==> src/rtl/ltr_pkg.sv <==
// Shared constants and types for the link third-row rebuild block.
// No dependencies; compiled first.
package ltr_pkg;

   localparam int PART_WIDTH_DEF = 32;
   localparam int FIELD_W = 64;
   localparam int NUM_COLS = 3;

   // direction codes selecting the phase rule
   localparam logic [1:0] DIR_T   = 2'd0;
   localparam logic [1:0] DIR_TX  = 2'd1;
   localparam logic [1:0] DIR_TXY = 2'd2;
   localparam logic [1:0] DIR_NONE = 2'd3;

   // per-stage advance enables shared by the lanes
   typedef struct packed {
      logic en1;
      logic en2;
      logic en3;
   } ltr_adv_type;

endpackage

==> src/rtl/ltr_if.sv <==


interface ltr_rsp_if import ltr_pkg::*; ();
   logic               valid;
   logic               ready;
   logic [FIELD_W-1:0] row2_col0;
   logic [FIELD_W-1:0] row2_col1;
   logic [FIELD_W-1:0] row2_col2;

   modport source (
      output valid, row2_col0, row2_col1, row2_col2,
      input  ready
   );
   modport sink (
      input  valid, row2_col0, row2_col1, row2_col2,
      output ready
   );
endinterface

==> src/rtl/ltr_merge.sv <==
// Output stage: floors and saturates the lane sums, packs the third row
// and holds it in the response register. Depends on ltr_pkg, ltr_if.
module ltr_merge import ltr_pkg::*; #(
   parameter int PART_WIDTH = PART_WIDTH_DEF
) (
   input  logic                           clock,
   input  logic                           reset,
   input  logic                           in_valid,
   output logic                           take,
   input  logic signed [2*PART_WIDTH+2:0] re_sum [NUM_COLS],
   input  logic signed [2*PART_WIDTH+2:0] im_sum [NUM_COLS],
   ltr_rsp_if.source                      rsp
);

   localparam int SW   = 2 * PART_WIDTH + 3;
   localparam int FRAC = PART_WIDTH - 2;
   localparam int QW   = SW - FRAC;

   logic               valid_ff, valid_in;
   logic [FIELD_W-1:0] row_ff [NUM_COLS];
   logic [FIELD_W-1:0] row_in [NUM_COLS];

   function automatic logic [PART_WIDTH-1:0] sat_part(input logic signed [SW-1:0] s);
      logic signed [QW-1:0] q;
      logic [QW-PART_WIDTH:0] hi;
      begin
         q  = QW'(s >>> FRAC);
         hi = q[QW-1:PART_WIDTH-1];
         if (hi == '0 || hi == '1) begin
            sat_part = q[PART_WIDTH-1:0];
         end else if (q[QW-1]) begin
            sat_part = {1'b1, {(PART_WIDTH-1){1'b0}}};
         end else begin
            sat_part = {1'b0, {(PART_WIDTH-1){1'b1}}};
         end
      end
   endfunction

   assign take = !valid_ff || rsp.ready;

   always_comb begin
      for (int c = 0; c < NUM_COLS; c++) begin
         row_in[c] = FIELD_W'({sat_part(re_sum[c]), sat_part(im_sum[c])});
      end
      valid_in = take ? in_valid : valid_ff;
   end

   always_ff @(posedge clock) begin
      if (reset) begin
         valid_ff <= 1'b0;
      end else begin
         valid_ff <= valid_in;
      end
      if (take) begin
         row_ff <= row_in;
      end
   end

   assign rsp.valid     = valid_ff;
   assign rsp.row2_col0 = row_ff[0];
   assign rsp.row2_col1 = row_ff[1];
   assign rsp.row2_col2 = row_ff[2];

endmodule

==> src/flat_wrapper.sv <==
// flat-port wrapper written by rule: the top's interface ports become plain ports
module ltr_merge_flat import ltr_pkg::*;
#(
   parameter int PART_WIDTH = PART_WIDTH_DEF
)
  (clock, reset, in_valid, take, re_sum, im_sum, rsp_valid, rsp_row2_col0, rsp_row2_col1, rsp_row2_col2, rsp_ready);
  ltr_rsp_if rsp_i ();
  input  logic clock;
  input  logic reset;
  input  logic in_valid;
  output logic take;
  input  logic signed [2*PART_WIDTH+2:0] re_sum[NUM_COLS];
  input  logic signed [2*PART_WIDTH+2:0] im_sum[NUM_COLS];
  output wire logic [$bits(rsp_i.valid)-1:0] rsp_valid;
  output wire logic [$bits(rsp_i.row2_col0)-1:0] rsp_row2_col0;
  output wire logic [$bits(rsp_i.row2_col1)-1:0] rsp_row2_col1;
  output wire logic [$bits(rsp_i.row2_col2)-1:0] rsp_row2_col2;
  input wire logic [$bits(rsp_i.ready)-1:0] rsp_ready;
  assign rsp_valid = rsp_i.valid;
  assign rsp_row2_col0 = rsp_i.row2_col0;
  assign rsp_row2_col1 = rsp_i.row2_col1;
  assign rsp_row2_col2 = rsp_i.row2_col2;
  assign rsp_i.ready = rsp_ready;
  ltr_merge #(.PART_WIDTH(PART_WIDTH)) u_core (.clock(clock), .reset(reset), .in_valid(in_valid), .take(take), .re_sum(re_sum), .im_sum(im_sum), .rsp(rsp_i));
endmodule
==> config.mk <==
export PLATFORM = sky130hd
export DESIGN_NAME = ltr_merge_flat
export DESIGN_NICKNAME = d
export VERILOG_FILES = /design/src/rtl/ltr_pkg.sv /design/src/rtl/ltr_if.sv /design/src/rtl/ltr_merge.sv /design/src/flat_wrapper.sv
export SDC_FILE = /design/constraint.sdc
export NUM_CORES = 1
export LEC_CHECK = 0
export BUFFER_PORTS_ARGS = -buffer_cell sky130_fd_sc_hd__buf_2
export CORE_AREA = 3 3 231 233
export CTS_CLUSTER_DIAMETER = 120
export DETAILED_ROUTE_END_ITERATION = 7
export DIE_AREA = 0 0 234 236
export PLACE_DENSITY = 0.49
export SKIP_LAST_GASP = 1
export SLEW_MARGIN = 30
export SYNTH_ARGS = -nofsm -noshare
export SYNTH_HDL_FRONTEND = slang
export SYNTH_SLANG_ARGS = --single-unit
==> constraint.sdc <==
create_clock -name clock -period 5.9 [get_ports clock]
set_input_delay 0 -clock clock [delete_from_list [all_inputs] [get_ports clock]]
set_output_delay 0 -clock clock [all_outputs]
set_load 0.005 [all_outputs]
==> impl_metrics.yaml <==
run_status:
  status: "finished clean"
pwr:
  intPower_w: 0.002476
  pwr-share-clk_pct: 33.9
  peakVddDrop_mv: 0.1846
  power.density_nw_per_um2: 257.2
  p_switching_w: 0.0008742
  combPwrFrac_pct: 15.6
  p_seq_share_pct: 50.5
  swShare_pct: 26.10
  power.leakage_nw: 5.399
  total_power_w: 0.003350
synthesis:
  yosys_warnings: 0
  syn_area_per_cell_um2: 17.26
  synth.distinct_cells: 14
  synth_seq_cells: 193
  seq_area_frac_synth_pct: 72.86
  synthesis.nets: 866
  synth_area_um2: 7940
  netlist_instances: 460
sta:
  worst_pin_slew_ps: 916.1
  fin_crit_sh_pct: 43.78
  slew_headroom_pct: 38.93
  finalClockSkew_ps: 12.50
  max_freq_mhz: 387.2
  finalMaxSlewViolations: 0
  setup_tns_ps: 0
  min_period_ps: 2583
  rsz0062_at_grt: "false"
  setup-violations-final: 0
  hold_viol: 0
final_layout:
  stdcell_count: 1751
  fill_cells: 5390
  final_net_count: 1463
  area_growth_pct: 64.06
  multi_input_area_um2: 1738
  layout_common_cells: "buf_2, dlygate4sd3_1, edfxtp_1"
  drive_gt1_share_pct: 45.14
  seqCellArea_um2: 5786
  final_area_um2: 13030
  final_common_cell: "buf_2"
critical_path:
  end_kind: "output port"
  critPathMaxStageDelay_ps: 830
  arrival_ps: 2580
  critPathMaxFanout: 70
  path_cells: "nand2b_4 -> buf_4 -> buf_2"
  required_ps: 5900
  crit_type: "reg -> out"
  cp_slowest_cell: "buf_4"
  startpoint_type: "flip-flop"
placed_design:
  place_area_um2: 10530
  dp.cells: 1524
  gp_congestion: 0.7480
  hpwlAfterDp_um: 21920
  port_buffers: 419
clock_network:
  clkSinkCount: 193
  cts_tree: "built"
  root_buffer: "clkbuf_16"
  cts_hold_buf: 194
  clock_latency_ps: 490
  cts.clk_slew.worst_paths_ps: 80
  h-tree-depth: 4
  cts_buffer_depth: 2
  cts_made_buffers: 17
  cts_setup_buffers: 0
  post_cts_resized: 0
route:
  drt_iter0_drc: 244
  avgViaCountPerCell: 3.581
  drc: 0
  wl_um: 30300
  ant_nets: 0
  wire_per_inst_um: 17.30
  vias: 6271
  drt_first_pass_iters: 4
global_route:
  grt_pass1_wl_um: 43390
  antenna_found_initial: 1
  grt_overflow: 0
  grt_max_degree: 74
  track_usage_pct: 10.91
  grt_pass1_vias: 6807
job:
  cap_violations: 0
floorplanning:
  die_w_um: 234
  initial_core_util_pct: 15.45
  die-area_um2: 55220
  design.core.area_um2: 51410
  die_y_um: 236
  row_count: 83
  io_pins: 600
min_path:
  hp-class: "in -> reg"
==> flip-flops by register name, summed over array words and instances, names as in the netlist <==
name and cells:
u_core.rsp.row2_col1 64, u_core.rsp.valid 1, u_core.rsp.row2_col2 64, u_core.rsp.row2_col0 64
==> path summary, 6_finish.rpt <==
kind	endpoint	startpoint	slack (ps)	cells after the start
hold / removal	u_core.rsp.row2_col0[27]$_DFFE_PP_	im_sum[199]	180	4
setup / recovery	take	u_core.rsp.valid$_SDFFE_PP0P_	3320	3
hold reg to reg	u_core.rsp.row2_col2[51]$_DFFE_PP_	u_core.rsp.valid$_SDFFE_PP0P_	1160	1
setup reg to reg	u_core.rsp.row2_col1[12]$_DFFE_PP_	u_core.rsp.valid$_SDFFE_PP0P_	3670	2
==> critical path, delay by kind of cell (launching register included) <==
family                 cells  cell delay [ps]
buffers and inverters      2             1080
DFF                        1              340
and+or+nand+nor            1              580
==> cell usage after synthesis <==
master | count | area, µm²
buf_6 | 36 | 405.4
dfxtp_1 | 1 | 20.02
a21oi_1 | 1 | 5.000
inv_1 | 1 | 3.750
edfxtp_1 | 192 | 5766
nand2_1 | 6 | 22.52
nor3_2 | 6 | 60.06
clkbuf_1 | 6 | 22.52
a21oi_2 | 6 | 52.55
nor2_1 | 6 | 22.52
nand2b_1 | 1 | 6.260
o21ai_4 | 6 | 97.59
nand3_2 | 6 | 60.06
o21a_1 | 186 | 1396
==> layout make-up <==
| class | count | area share (%) |
|---|---|---|
| flip-flops and latches | 193 | 44.41 |
| repair buffers | 620 | 31.44 |
| multi-input cells | 224 | 13.34 |
| well taps | 680 | 6.532 |
| clock buffers | 17 | 3.266 |
| clock inverters | 15 | 0.9605 |
| inverters | 1 | 0.02882 |
| diodes | 1 | 0.01921 |
==> routing by layer <==
layer | part of all wire, % | global-route usage [%] | vias up
met5 | 0 | 0 | -
li1 | - | - | 2970
met4 | 2.4 | 4.303 | 0
met3 | 9.3 | 4.988 | 37
met2 | 46 | 17.37 | 262
met1 | 42 | 12.74 | 3002
==> cell families (layout without fill, tap and decap cells) <==
family,Yosys count,count (layout),share of synthesized area [%]
DFF,193,193,72.86
and+or+nand+nor,25,25,2.159
buffers and inverters,43,653,5.436
AOI/OAI and AO/OA,199,199,19.54
other,0,1,0
==> power groups by stage <==
stage | registers (W) | logic [W] | clock network, W
4_1_cts | 0.00169 | 0.000534 | 0.00120
5_1_grt | 0.00170 | 0.000575 | 0.00125
2_1_floorplan | 0.00174 | 0.000157 | 0
3_3_place_gp | 0.00172 | 0.000427 | 0
6_report | 0.00169 | 0.000524 | 0.00113
3_5_place_dp | 0.00172 | 0.000428 | 0
==> per-stage QoR <==
stage	hold slack, ps	setup WS [ps]	util (%)
3_5_place_dp	169.0	3548	20.48
2_1_floorplan	69.07	595.9	-
4_1_cts	124.6	3199	25.33
3_3_place_gp	161.9	3551	20.46
6_report	179.2	3317	25.34
5_1_grt	158.1	3058	25.34
Note: power is estimated with default switching activity, not from simulation.
